==> config.mk <==
export PLATFORM = sky130hd
export DESIGN_NAME = iir_direct_form_two_filter_flat
export DESIGN_NICKNAME = d
export VERILOG_FILES = /design/src/rtl/iir_df2_pkg.sv /design/src/rtl/iir_df2_stream_if.sv /design/src/rtl/iir_direct_form_two_filter.sv /design/src/rtl/iir_df2_ctrl.sv /design/src/rtl/iir_df2_datapath.sv /design/src/flat_wrapper.sv
export SDC_FILE = /design/constraint.sdc
export NUM_CORES = 2
export LEC_CHECK = 0
export ABC_CLOCK_PERIOD_IN_PS = 18600
export BUFFER_PORTS_ARGS = -buffer_cell sky130_fd_sc_hd__buf_2
export CAP_MARGIN = 20
export CORE_ASPECT_RATIO = 1.25
export CORE_UTILIZATION = 27
export CTS_BUF_LIST = sky130_fd_sc_hd__clkbuf_4 sky130_fd_sc_hd__clkbuf_8
export DETAILED_ROUTE_END_ITERATION = 7
export GPL_ROUTABILITY_DRIVEN = 0
export PLACE_DENSITY_LB_ADDON = 0.2
export REMOVE_ABC_BUFFERS = 1
export SYNTH_ARGS = -nofsm -noshare
export SYNTH_HDL_FRONTEND = slang
export SYNTH_SLANG_ARGS = --single-unit
==> constraint.sdc <==
create_clock -name clk -period 18.6 [get_ports clk]
set_input_delay 0.93 -clock clk [delete_from_list [all_inputs] [get_ports clk]]
set_output_delay 0.93 -clock clk [all_outputs]
set_load 0.02 [all_outputs]
==> src/rtl/iir_df2_pkg.sv <==
// Shared types and constants of the direct form II IIR filter.
package iir_df2_pkg;

    // Fixed-point formats
    localparam int X_W   = 16;              // sample, Q15
    localparam int C_W   = 32;              // coefficient, Q8.24
    localparam int W_W   = 48;              // state, Q17.31
    localparam int LO_W  = 24;              // low half of a state word in the split multiply
    localparam int MB_W  = W_W - LO_W + 1;  // multiplier B operand (signed)
    localparam int P_W   = C_W + MB_W;      // product width
    localparam int LR_W  = P_W - LO_W;      // rounded low partial product
    localparam int ACC_W = 60;              // accumulator width

    localparam int A0_SHIFT = 8;
    localparam int A0_RND   = 128;
    localparam int LO_RND   = 1 << (LO_W - 1);
    localparam int Y_SHIFT  = 16;
    localparam int Y_RND    = 1 << (Y_SHIFT - 1);
    localparam int Q15_MAX  = 32767;
    localparam int Q15_MIN  = -32768;

    localparam logic signed [ACC_W-1:0] W_MAX = {{(ACC_W-W_W+1){1'b0}}, {(W_W-1){1'b1}}};
    localparam logic signed [ACC_W-1:0] W_MIN = ~W_MAX;

    localparam int TAPS_W = 4;
    localparam logic [TAPS_W-1:0] TAPS_RESET = 4'd9;

    typedef enum logic {
        OP_FILTER = 1'b0,
        OP_COEF   = 1'b1
    } op_t;

    typedef enum logic {
        BANK_FB = 1'b0,
        BANK_FF = 1'b1
    } bank_t;

    typedef enum logic {
        CFG_FEEDBACK_TAPS    = 1'b0,
        CFG_FEEDFORWARD_TAPS = 1'b1
    } cfg_index_t;

    typedef struct packed {
        op_t                     op;
        bank_t                   coef_bank;
        logic [3:0]              coef_index;
        logic signed [C_W-1:0]   coef_value;
        logic signed [X_W-1:0]   sample;
    } item_t;

    typedef struct packed {
        logic signed [X_W-1:0]   filtered;
        logic                    saturated;
    } result_t;

    typedef struct packed {
        cfg_index_t              index;
        logic [TAPS_W-1:0]       value;
    } cfg_t;

    typedef enum logic [1:0] {
        PART_NONE,
        PART_A0,
        PART_LO,
        PART_HI
    } part_t;

    typedef struct packed {
        part_t  part;       // multiply issued this cycle
        bank_t  bank;       // coefficient store to read
        logic   use_w;      // state operand is the new w
        logic   acc_y;      // high product goes to the output sum
        logic   load_x;     // capture sample
        logic   coef_we;    // write coefficient from the item
        logic   latch_w;    // saturate and hold w
        logic   finalize;   // round output, shift delay line
    } cmd_t;

    typedef struct packed {
        logic   out_stall;  // result register full and not taken
    } status_t;

    typedef enum logic [3:0] {
        ST_IDLE,
        ST_A0,
        ST_FB_LO,
        ST_FB_HI,
        ST_FF_LO,
        ST_FF_HI,
        ST_DRAIN_W,
        ST_LATCH_W,
        ST_B0_LO,
        ST_B0_HI,
        ST_DRAIN_Y,
        ST_FINAL
    } state_t;

endpackage

==> src/rtl/iir_df2_stream_if.sv <==
// Valid/ready channel carrying one payload per transfer.
interface iir_df2_stream_if #(
    parameter type payload_t = logic
);
    logic     valid;
    logic     ready;
    payload_t data;

    modport source (output valid, output data, input ready);
    modport sink   (input valid, input data, output ready);
endinterface

==> src/rtl/iir_direct_form_two_filter.sv <==
// Direct form II IIR filter, fixed point, one shared multiplier.
//
// Channels: item (sink) carries either a sample to filter (op = filter) or one
// coefficient write (op = coef) into the a or b store; result (source) carries
// one saturated Q15 output per sample item; cfg (sink) writes the feedback and
// feedforward tap counts and is always ready.
// Throughput: a coefficient item gives no result and leaves the block ready for
// the next item. A sample item holds ready low from its transfer until its
// result is written, longer with more taps (the b0 passes are skipped when nff
// is zero); the result appears in the same cycle that ready returns. The work
// per sample is set by the single 32x25 multiplier, which takes two passes per
// state tap (low and high half of the 48-bit state word).
// Reset: delay line and coefficients clear to zero, both tap counts to nine.
// Stall: a finished result waits in the output register; the next item is
// accepted meanwhile, and its computation holds in its last cycle until the
// previous result has been transferred.
module iir_direct_form_two_filter
    import iir_df2_pkg::*;
#(
    parameter int MAX_ORDER = 8
) (
    input  logic              clk,
    input  logic              rst_n,
    iir_df2_stream_if.sink    item,
    iir_df2_stream_if.source  result,
    iir_df2_stream_if.sink    cfg
);
    localparam int TAP_W = $clog2(MAX_ORDER + 1);

    cmd_t             cmd;
    status_t          status;
    logic [TAP_W-1:0] tap;
    item_t            item_data;
    cfg_t             cfg_data;
    result_t          result_data;

    assign item_data   = item.data;
    assign cfg_data    = cfg.data;
    assign result.data = result_data;

    iir_df2_ctrl #(
        .MAX_ORDER (MAX_ORDER)
    ) u_ctrl (
        .clk        (clk),
        .rst_n      (rst_n),
        .item_valid (item.valid),
        .item_op    (item_data.op),
        .item_ready (item.ready),
        .cfg_valid  (cfg.valid),
        .cfg_data   (cfg_data),
        .cfg_ready  (cfg.ready),
        .status     (status),
        .cmd        (cmd),
        .tap        (tap)
    );

    iir_df2_datapath #(
        .MAX_ORDER (MAX_ORDER)
    ) u_datapath (
        .clk          (clk),
        .rst_n        (rst_n),
        .cmd          (cmd),
        .tap          (tap),
        .item_data    (item_data),
        .result_ready (result.ready),
        .result_valid (result.valid),
        .result_data  (result_data),
        .status       (status)
    );

endmodule

==> src/rtl/iir_df2_ctrl.sv <==
// Sequencer of the filter: tap counters, configuration registers, command generation.
module iir_df2_ctrl
    import iir_df2_pkg::*;
#(
    parameter int MAX_ORDER = 8
) (
    input  logic                 clk,
    input  logic                 rst_n,
    input  logic                 item_valid,
    input  op_t                  item_op,
    output logic                 item_ready,
    input  logic                 cfg_valid,
    input  cfg_t                 cfg_data,
    output logic                 cfg_ready,
    input  status_t              status,
    output cmd_t                 cmd,
    output logic [$clog2(MAX_ORDER+1)-1:0] tap
);
    localparam int NCOEF = MAX_ORDER + 1;
    localparam int TAP_W = $clog2(NCOEF);
    localparam int CNT_W = $clog2(NCOEF + 1);

    state_t            state_reg, state_next;
    logic [TAP_W-1:0]  tap_reg, tap_next;
    logic [TAPS_W-1:0] fb_taps_reg, ff_taps_reg;
    logic [CNT_W-1:0]  nfb, nff, tap_inc;
    logic              item_acc;

    assign cfg_ready = 1'b1;
    assign item_ready = (state_reg == ST_IDLE);
    assign item_acc = item_valid && item_ready;
    assign tap = tap_reg;
    assign tap_inc = CNT_W'(tap_reg) + 1'b1;

    // effective tap counts; feedback never drops below a0
    always_comb
    begin
        if (int'(fb_taps_reg) > NCOEF)
            nfb = CNT_W'(NCOEF);
        else if (fb_taps_reg == '0)
            nfb = CNT_W'(1);
        else
            nfb = CNT_W'(fb_taps_reg);
        if (int'(ff_taps_reg) > NCOEF)
            nff = CNT_W'(NCOEF);
        else
            nff = CNT_W'(ff_taps_reg);
    end

    always_ff @(posedge clk or negedge rst_n)
    begin
        if (!rst_n)
        begin
            fb_taps_reg <= TAPS_RESET;
            ff_taps_reg <= TAPS_RESET;
        end
        else if (cfg_valid && cfg_ready)
        begin
            unique case (cfg_data.index)
                CFG_FEEDBACK_TAPS:    fb_taps_reg <= cfg_data.value;
                CFG_FEEDFORWARD_TAPS: ff_taps_reg <= cfg_data.value;
                default:              ;
            endcase
        end
    end

    always_ff @(posedge clk or negedge rst_n)
    begin
        if (!rst_n)
        begin
            state_reg <= ST_IDLE;
            tap_reg   <= '0;
        end
        else
        begin
            state_reg <= state_next;
            tap_reg   <= tap_next;
        end
    end

    // next state
    always_comb
    begin
        state_next = state_reg;
        tap_next   = tap_reg;
        unique case (state_reg)
            ST_IDLE:
            begin
                tap_next = '0;
                if (item_acc && item_op == OP_FILTER)
                    state_next = ST_A0;
            end
            ST_A0:
            begin
                tap_next = TAP_W'(1);
                if (nfb > CNT_W'(1))
                    state_next = ST_FB_LO;
                else if (nff > CNT_W'(1))
                    state_next = ST_FF_LO;
                else
                    state_next = ST_DRAIN_W;
            end
            ST_FB_LO:
                state_next = ST_FB_HI;
            ST_FB_HI:
            begin
                if (tap_inc < nfb)
                begin
                    tap_next   = TAP_W'(tap_inc);
                    state_next = ST_FB_LO;
                end
                else if (nff > CNT_W'(1))
                begin
                    tap_next   = TAP_W'(1);
                    state_next = ST_FF_LO;
                end
                else
                    state_next = ST_DRAIN_W;
            end
            ST_FF_LO:
                state_next = ST_FF_HI;
            ST_FF_HI:
            begin
                if (tap_inc < nff)
                begin
                    tap_next   = TAP_W'(tap_inc);
                    state_next = ST_FF_LO;
                end
                else
                    state_next = ST_DRAIN_W;
            end
            ST_DRAIN_W:
                state_next = ST_LATCH_W;
            ST_LATCH_W:
            begin
                tap_next = '0;
                if (nff != '0)
                    state_next = ST_B0_LO;
                else
                    state_next = ST_FINAL;
            end
            ST_B0_LO:
                state_next = ST_B0_HI;
            ST_B0_HI:
                state_next = ST_DRAIN_Y;
            ST_DRAIN_Y:
                state_next = ST_FINAL;
            ST_FINAL:
                if (!status.out_stall)
                    state_next = ST_IDLE;
            default:
                state_next = ST_IDLE;
        endcase
    end

    // commands
    always_comb
    begin
        cmd = '{part: PART_NONE, bank: BANK_FB, default: 1'b0};
        unique case (state_reg)
            ST_IDLE:
            begin
                cmd.load_x  = item_acc && item_op == OP_FILTER;
                cmd.coef_we = item_acc && item_op == OP_COEF;
            end
            ST_A0:
                cmd.part = PART_A0;
            ST_FB_LO:
                cmd.part = PART_LO;
            ST_FB_HI:
                cmd.part = PART_HI;
            ST_FF_LO:
            begin
                cmd.part = PART_LO;
                cmd.bank = BANK_FF;
            end
            ST_FF_HI:
            begin
                cmd.part  = PART_HI;
                cmd.bank  = BANK_FF;
                cmd.acc_y = 1'b1;
            end
            ST_LATCH_W:
                cmd.latch_w = 1'b1;
            ST_B0_LO:
            begin
                cmd.part  = PART_LO;
                cmd.bank  = BANK_FF;
                cmd.use_w = 1'b1;
            end
            ST_B0_HI:
            begin
                cmd.part  = PART_HI;
                cmd.bank  = BANK_FF;
                cmd.use_w = 1'b1;
                cmd.acc_y = 1'b1;
            end
            ST_FINAL:
                cmd.finalize = !status.out_stall;
            default:
                ;
        endcase
    end

endmodule

==> src/rtl/iir_df2_datapath.sv <==
// Datapath: coefficient stores, delay line, shared multiplier, accumulators, result register.
module iir_df2_datapath
    import iir_df2_pkg::*;
#(
    parameter int MAX_ORDER = 8
) (
    input  logic                 clk,
    input  logic                 rst_n,
    input  cmd_t                 cmd,
    input  logic [$clog2(MAX_ORDER+1)-1:0] tap,
    input  item_t                item_data,
    input  logic                 result_ready,
    output logic                 result_valid,
    output result_t              result_data,
    output status_t              status
);
    localparam int NCOEF = MAX_ORDER + 1;
    localparam int TAP_W = $clog2(NCOEF);
    localparam int DL_W  = (MAX_ORDER > 1) ? $clog2(MAX_ORDER) : 1;

    typedef struct packed {
        part_t part;
        logic  acc_y;
    } tag_t;

    logic signed [C_W-1:0]   fb_coef_reg [NCOEF];
    logic signed [C_W-1:0]   ff_coef_reg [NCOEF];
    logic signed [W_W-1:0]   dl_reg [MAX_ORDER];
    logic signed [X_W-1:0]   x_reg;
    logic signed [W_W-1:0]   w_reg, w_next;
    logic                    sat_reg, w_clip;
    logic signed [P_W-1:0]   prod, prod_reg;
    tag_t                    tag_reg;
    logic signed [LR_W-1:0]  lo_rnd_reg;
    logic signed [ACC_W-1:0] acc_w_reg, acc_y_reg, term, r_full;
    logic signed [C_W-1:0]   coef_a;
    logic signed [W_W-1:0]   sv;
    logic signed [MB_W-1:0]  op_b;
    logic [TAP_W-1:0]        dl_idx;
    logic signed [X_W-1:0]   r_sat;
    logic                    r_clip;
    logic                    out_valid_reg;
    result_t                 res_reg;

    assign dl_idx = tap - 1'b1;

    // operand selection and the one shared multiplier
    always_comb
    begin
        coef_a = (cmd.bank == BANK_FF) ? ff_coef_reg[tap] : fb_coef_reg[tap];
        sv = '0;
        if (cmd.use_w)
            sv = w_reg;
        else if (int'(dl_idx) < MAX_ORDER)
            sv = dl_reg[dl_idx[DL_W-1:0]];
        case (cmd.part)
            PART_A0: op_b = MB_W'(x_reg);
            PART_LO: op_b = {1'b0, sv[LO_W-1:0]};
            PART_HI: op_b = MB_W'($signed(sv[W_W-1:LO_W]));
            default: op_b = '0;
        endcase
    end

    assign prod = coef_a * op_b;
    assign term = ACC_W'(prod_reg) + ACC_W'(lo_rnd_reg);

    always_ff @(posedge clk or negedge rst_n)
    begin
        if (!rst_n)
            tag_reg <= '{part: PART_NONE, acc_y: 1'b0};
        else
            tag_reg <= '{part: cmd.part, acc_y: cmd.acc_y};
    end

    always_ff @(posedge clk)
    begin
        prod_reg <= prod;
    end

    // accumulate stage; a tap's value is c*hi + round(c*lo / 2^24)
    always_ff @(posedge clk)
    begin
        case (tag_reg.part)
            PART_A0:
            begin
                acc_w_reg <= ACC_W'((prod_reg + P_W'(A0_RND)) >>> A0_SHIFT);
                acc_y_reg <= '0;
            end
            PART_LO:
                lo_rnd_reg <= LR_W'((prod_reg + P_W'(LO_RND)) >>> LO_W);
            PART_HI:
            begin
                if (tag_reg.acc_y)
                    acc_y_reg <= acc_y_reg + term;
                else
                    acc_w_reg <= acc_w_reg - term;
            end
            default:
                ;
        endcase
    end

    always_comb
    begin
        w_clip = 1'b1;
        if (acc_w_reg > W_MAX)
            w_next = W_MAX[W_W-1:0];
        else if (acc_w_reg < W_MIN)
            w_next = W_MIN[W_W-1:0];
        else
        begin
            w_next = acc_w_reg[W_W-1:0];
            w_clip = 1'b0;
        end
    end

    always_ff @(posedge clk)
    begin
        if (cmd.load_x)
            x_reg <= item_data.sample;
        if (cmd.latch_w)
        begin
            w_reg   <= w_next;
            sat_reg <= w_clip;
        end
    end

    always_comb
    begin
        r_full = (acc_y_reg + ACC_W'(Y_RND)) >>> Y_SHIFT;
        r_clip = 1'b1;
        if (r_full > ACC_W'(Q15_MAX))
            r_sat = X_W'(Q15_MAX);
        else if (r_full < ACC_W'(Q15_MIN))
            r_sat = X_W'(Q15_MIN);
        else
        begin
            r_sat  = r_full[X_W-1:0];
            r_clip = 1'b0;
        end
    end

    // coefficient stores and delay line reset to zero
    always_ff @(posedge clk or negedge rst_n)
    begin
        if (!rst_n)
        begin
            for (int i = 0; i < NCOEF; i++)
            begin
                fb_coef_reg[i] <= '0;
                ff_coef_reg[i] <= '0;
            end
            for (int i = 0; i < MAX_ORDER; i++)
                dl_reg[i] <= '0;
        end
        else
        begin
            if (cmd.coef_we && int'(item_data.coef_index) <= MAX_ORDER)
            begin
                if (item_data.coef_bank == BANK_FF)
                    ff_coef_reg[TAP_W'(item_data.coef_index)] <= item_data.coef_value;
                else
                    fb_coef_reg[TAP_W'(item_data.coef_index)] <= item_data.coef_value;
            end
            if (cmd.finalize)
            begin
                dl_reg[0] <= w_reg;
                for (int i = 1; i < MAX_ORDER; i++)
                    dl_reg[i] <= dl_reg[i-1];
            end
        end
    end

    always_ff @(posedge clk or negedge rst_n)
    begin
        if (!rst_n)
            out_valid_reg <= 1'b0;
        else if (cmd.finalize)
            out_valid_reg <= 1'b1;
        else if (result_ready)
            out_valid_reg <= 1'b0;
    end

    always_ff @(posedge clk)
    begin
        if (cmd.finalize)
            res_reg <= '{filtered: r_sat, saturated: sat_reg | r_clip};
    end

    assign result_valid     = out_valid_reg;
    assign result_data      = res_reg;
    assign status.out_stall = out_valid_reg && !result_ready;

endmodule

==> src/flat_wrapper.sv <==
// flat-port wrapper written by rule: the top's interface ports become plain ports
module iir_direct_form_two_filter_flat import iir_df2_pkg::*;
#(
    parameter int MAX_ORDER = 8
)
  (clk, rst_n, item_valid, item_data, item_ready, result_valid, result_data, result_ready, cfg_valid, cfg_data, cfg_ready);
  iir_df2_stream_if #(.payload_t(item_t)) item_i ();
  iir_df2_stream_if #(.payload_t(result_t)) result_i ();
  iir_df2_stream_if #(.payload_t(cfg_t)) cfg_i ();
  input  logic clk;
  input  logic rst_n;
  input wire logic [$bits(item_i.valid)-1:0] item_valid;
  input wire logic [$bits(item_i.data)-1:0] item_data;
  output wire logic [$bits(item_i.ready)-1:0] item_ready;
  output wire logic [$bits(result_i.valid)-1:0] result_valid;
  output wire logic [$bits(result_i.data)-1:0] result_data;
  input wire logic [$bits(result_i.ready)-1:0] result_ready;
  input wire logic [$bits(cfg_i.valid)-1:0] cfg_valid;
  input wire logic [$bits(cfg_i.data)-1:0] cfg_data;
  output wire logic [$bits(cfg_i.ready)-1:0] cfg_ready;
  assign item_i.valid = item_valid;
  assign item_i.data = item_data;
  assign item_ready = item_i.ready;
  assign result_valid = result_i.valid;
  assign result_data = result_i.data;
  assign result_i.ready = result_ready;
  assign cfg_i.valid = cfg_valid;
  assign cfg_i.data = cfg_data;
  assign cfg_ready = cfg_i.ready;
  iir_direct_form_two_filter #(.MAX_ORDER(MAX_ORDER)) u_core (.clk(clk), .rst_n(rst_n), .item(item_i), .result(result_i), .cfg(cfg_i));
endmodule
==> impl_metrics.tcl <==
set metrics [dict create \
    post-synth-top-count-cell "inv_1" \
    fin_skew_ns 0.132 \
    synth_cells 8622 \
    arrival_ns 13.86 \
    routedWlPerCell_um 22.4 \
    syn_area_sq_um 94800 \
    cpPeakStageDelay_ns 0.99 \
    clk_path_buf_depth 4 \
    critical_path_class "reg2reg" \
    startpoint_type "flop" \
    port_buffers 82 \
    pre_cts_ws_ns 5.28 \
    synth.distinct_cells 87 \
    fp.dieW_um 532 \
    track_usage_pct 16.9 \
    drtIter0Drc 4114 \
    r2r_cells 37 \
    yosysTopAreaCell "dfrtp_1" \
    grt_pass1_vias 70842 \
    avgViaCountPerCell 4.85 \
    setup_viol 0 \
    layout_min_cycle_time_ns 13.00 \
    final_cell_area_sq_um 106000 \
    dp.final_hpwl_um 212000 \
    holdPathStages 1 \
    ys_async_sr_fraction_pct 77.0 \
    via_count 65182 \
    clk_latency_ns 1.05 \
    layout-area-overhead-vs-synth_pct 11.7 \
    fin_ws_ns 5.60 \
    num_io_pins 84 \
    start_util_pct 27.2 \
    synth_edf_count 235 \
    cap_violations 0 \
    clock.fmax_mhz 76.9 \
    crit_slowest_cell "dfrtp_4" \
    wirelength_um 300000 \
    hold_viol 0 \
    synth-main-ff-cell "dfrtp_1" \
    cts_tree "done" \
    first_pass_iters 8 \
    cts-root-buf "clkbuf_8" \
    coreArea_sq_um 349000 \
    largest_reg_flops 384 \
    drive_above_1_share_pct 22.3 \
    maxSlewHeadroom_pct 20.6 \
    grt_setup_unrepaired "false" \
    synth_seq_area_share_pct 34.5 \
    slew_violations 0 \
    tightest_slew_ns 1.19 \
    postCtsSetupBuffers 0 \
    cp_data_required_time_ns 19.46 \
    grt_max_degree 159 \
    ys_top_cells_by_count "inv_1, dfrtp_1, mux2_2" \
    cts_resized 0 \
    fill_cells 35734 \
    synthTopCellsByArea "dfrtp_1, fa_1, mux2_2" \
    yosysTopAreaCellShare_pct 25.8 \
    postRouteAntennaNets 0 \
    antenna_found_initial 22 \
    drc 36 \
    place_area_sq_um 101000 \
    syn-mean-instance-area_sq_um 11.0 \
    violations "design-rule violations" \
    clock_sinks 1272 \
    numCtsBuffers 237 \
    die_y_um 664 \
    cp_max_fo 46 \
    clk_pin_slew_ns 0.06 \
    dieArea_sq_um 353000 \
    ys.warnings.count 0 \
    fp-row-count 242 \
    final_nets 9840 \
    status "finished with violations" \
    endpoint_kind "flop" \
    grt_pass1_wl_um 455000 \
    grt_overflow 0 \
    cts.htree.levels 4 \
    ys_ff_latch 1272 \
    hold_class "in2reg" \
    fin_crit_sh_pct 69.9 \
]
## layout by cell type (no fill, tap or decap), types with 235 or more instances in the layout
| cell | n |
|---|---|
| inv_1 | 1017 |
| dfrtp_1 | 972 |
| mux2_2 | 962 |
| fa_1 | 821 |
| nand2_1 | 803 |
| nor2_1 | 577 |
| a21oi_1 | 353 |
| ha_1 | 340 |
| clkbuf_8 | 274 |
| mux4_2 | 236 |
| edfxtp_1 | 235 |
## critical path: cells and delay by family (launching register included)
kind / cells / cell delay [ns]
AND/OR/NAND/NOR: 4 / 0.57
flip-flops: 1 / 0.99
multiplexers: 1 / 0.57
XOR/XNOR: 1 / 0.14
buffers and inverters: 10 / 2.52
AO/OA/AOI/OAI: 12 / 3.24
adder cells (fa/ha/maj): 9 / 4.73
## final cells by class
| type | count | area, sq um | area share (%) |
|---|---|---|---|
| inverter | 1021 | 3830 | 3.62 |
| antenna | 4 | 10.0 | 0.00945 |
| timing repair buffer | 233 | 1750 | 1.65 |
| multi-input combinational | 5848 | 56700 | 53.6 |
| sequential | 1272 | 32700 | 30.9 |
| tap | 4636 | 5800 | 5.48 |
| clock inverter | 62 | 556 | 0.525 |
| clock buffer | 364 | 4450 | 4.20 |
## stage by stage
| stage | TNS [ns] | hold WS [ns] | utilization (%) | instances |
|---|---|---|---|---|
| floorplan | -56.68 | 0.453 | - | 8141 |
| global placement | 0 | 0.463 | 28.9 | 12990 |
| detailed placement | 0 | 0.480 | 28.9 | 12991 |
| CTS | 0 | 0.0174 | 30.3 | 13432 |
| global route | 0 | 0.0560 | 30.4 | 13439 |
| finish | 0 | 0.141 | 30.4 | 13440 |
## worst paths after layout
path	startpoint	end	slack [ns]
worst min register to register	u_core.u_datapath.dl_reg[253]	u_core.u_datapath.dl_reg[205]	0.46
max in group asynchronous	rst_n	u_core.u_datapath.fb_coef_reg[32]	14.73
min in group asynchronous	rst_n	u_core.u_datapath.dl_reg[127]	0.65
worst max-delay path	u_core.u_ctrl.tap[0]	u_core.u_datapath.prod_reg[55]	5.60
worst max register to register	u_core.u_ctrl.tap[0]	u_core.u_datapath.prod_reg[55]	5.60
worst min-delay path	item_data[0]	u_core.u_datapath.x_reg[0]	0.14
## repair_timing
action	4_1_cts	5_1_grt
endpoints found under the setup margin	0	0
hold buffers	15	0
endpoints found under the hold margin	87	0
## layer usage
layer | wire (um) | part of all wire (%) | up-vias | global-route usage (%)
met5 | 129 | 0.043 | - | 0
met3 | 11100 | 3.7 | 525 | 2.04
li1 | - | - | 28976 | -
met4 | 11000 | 3.7 | 20 | 5.90
met1 | 126000 | 42 | 34261 | 20.9
met2 | 152000 | 51 | 1400 | 30.2
## cell families after synthesis
| kind of cell | share of synthesized area [%] |
|---|---|
| simple gates | 9.11 |
| buf+inv | 6.07 |
| mux | 17.6 |
| compound gates | 7.60 |
| fa+ha+maj | 21.9 |
| xor+xnor | 3.22 |
| flops | 34.5 |
| other cells | 0.00396 |
Power is left out: the tool's default activity adds up to more than one toggle a clock period on the data nets, which glitch-free logic cannot reach.
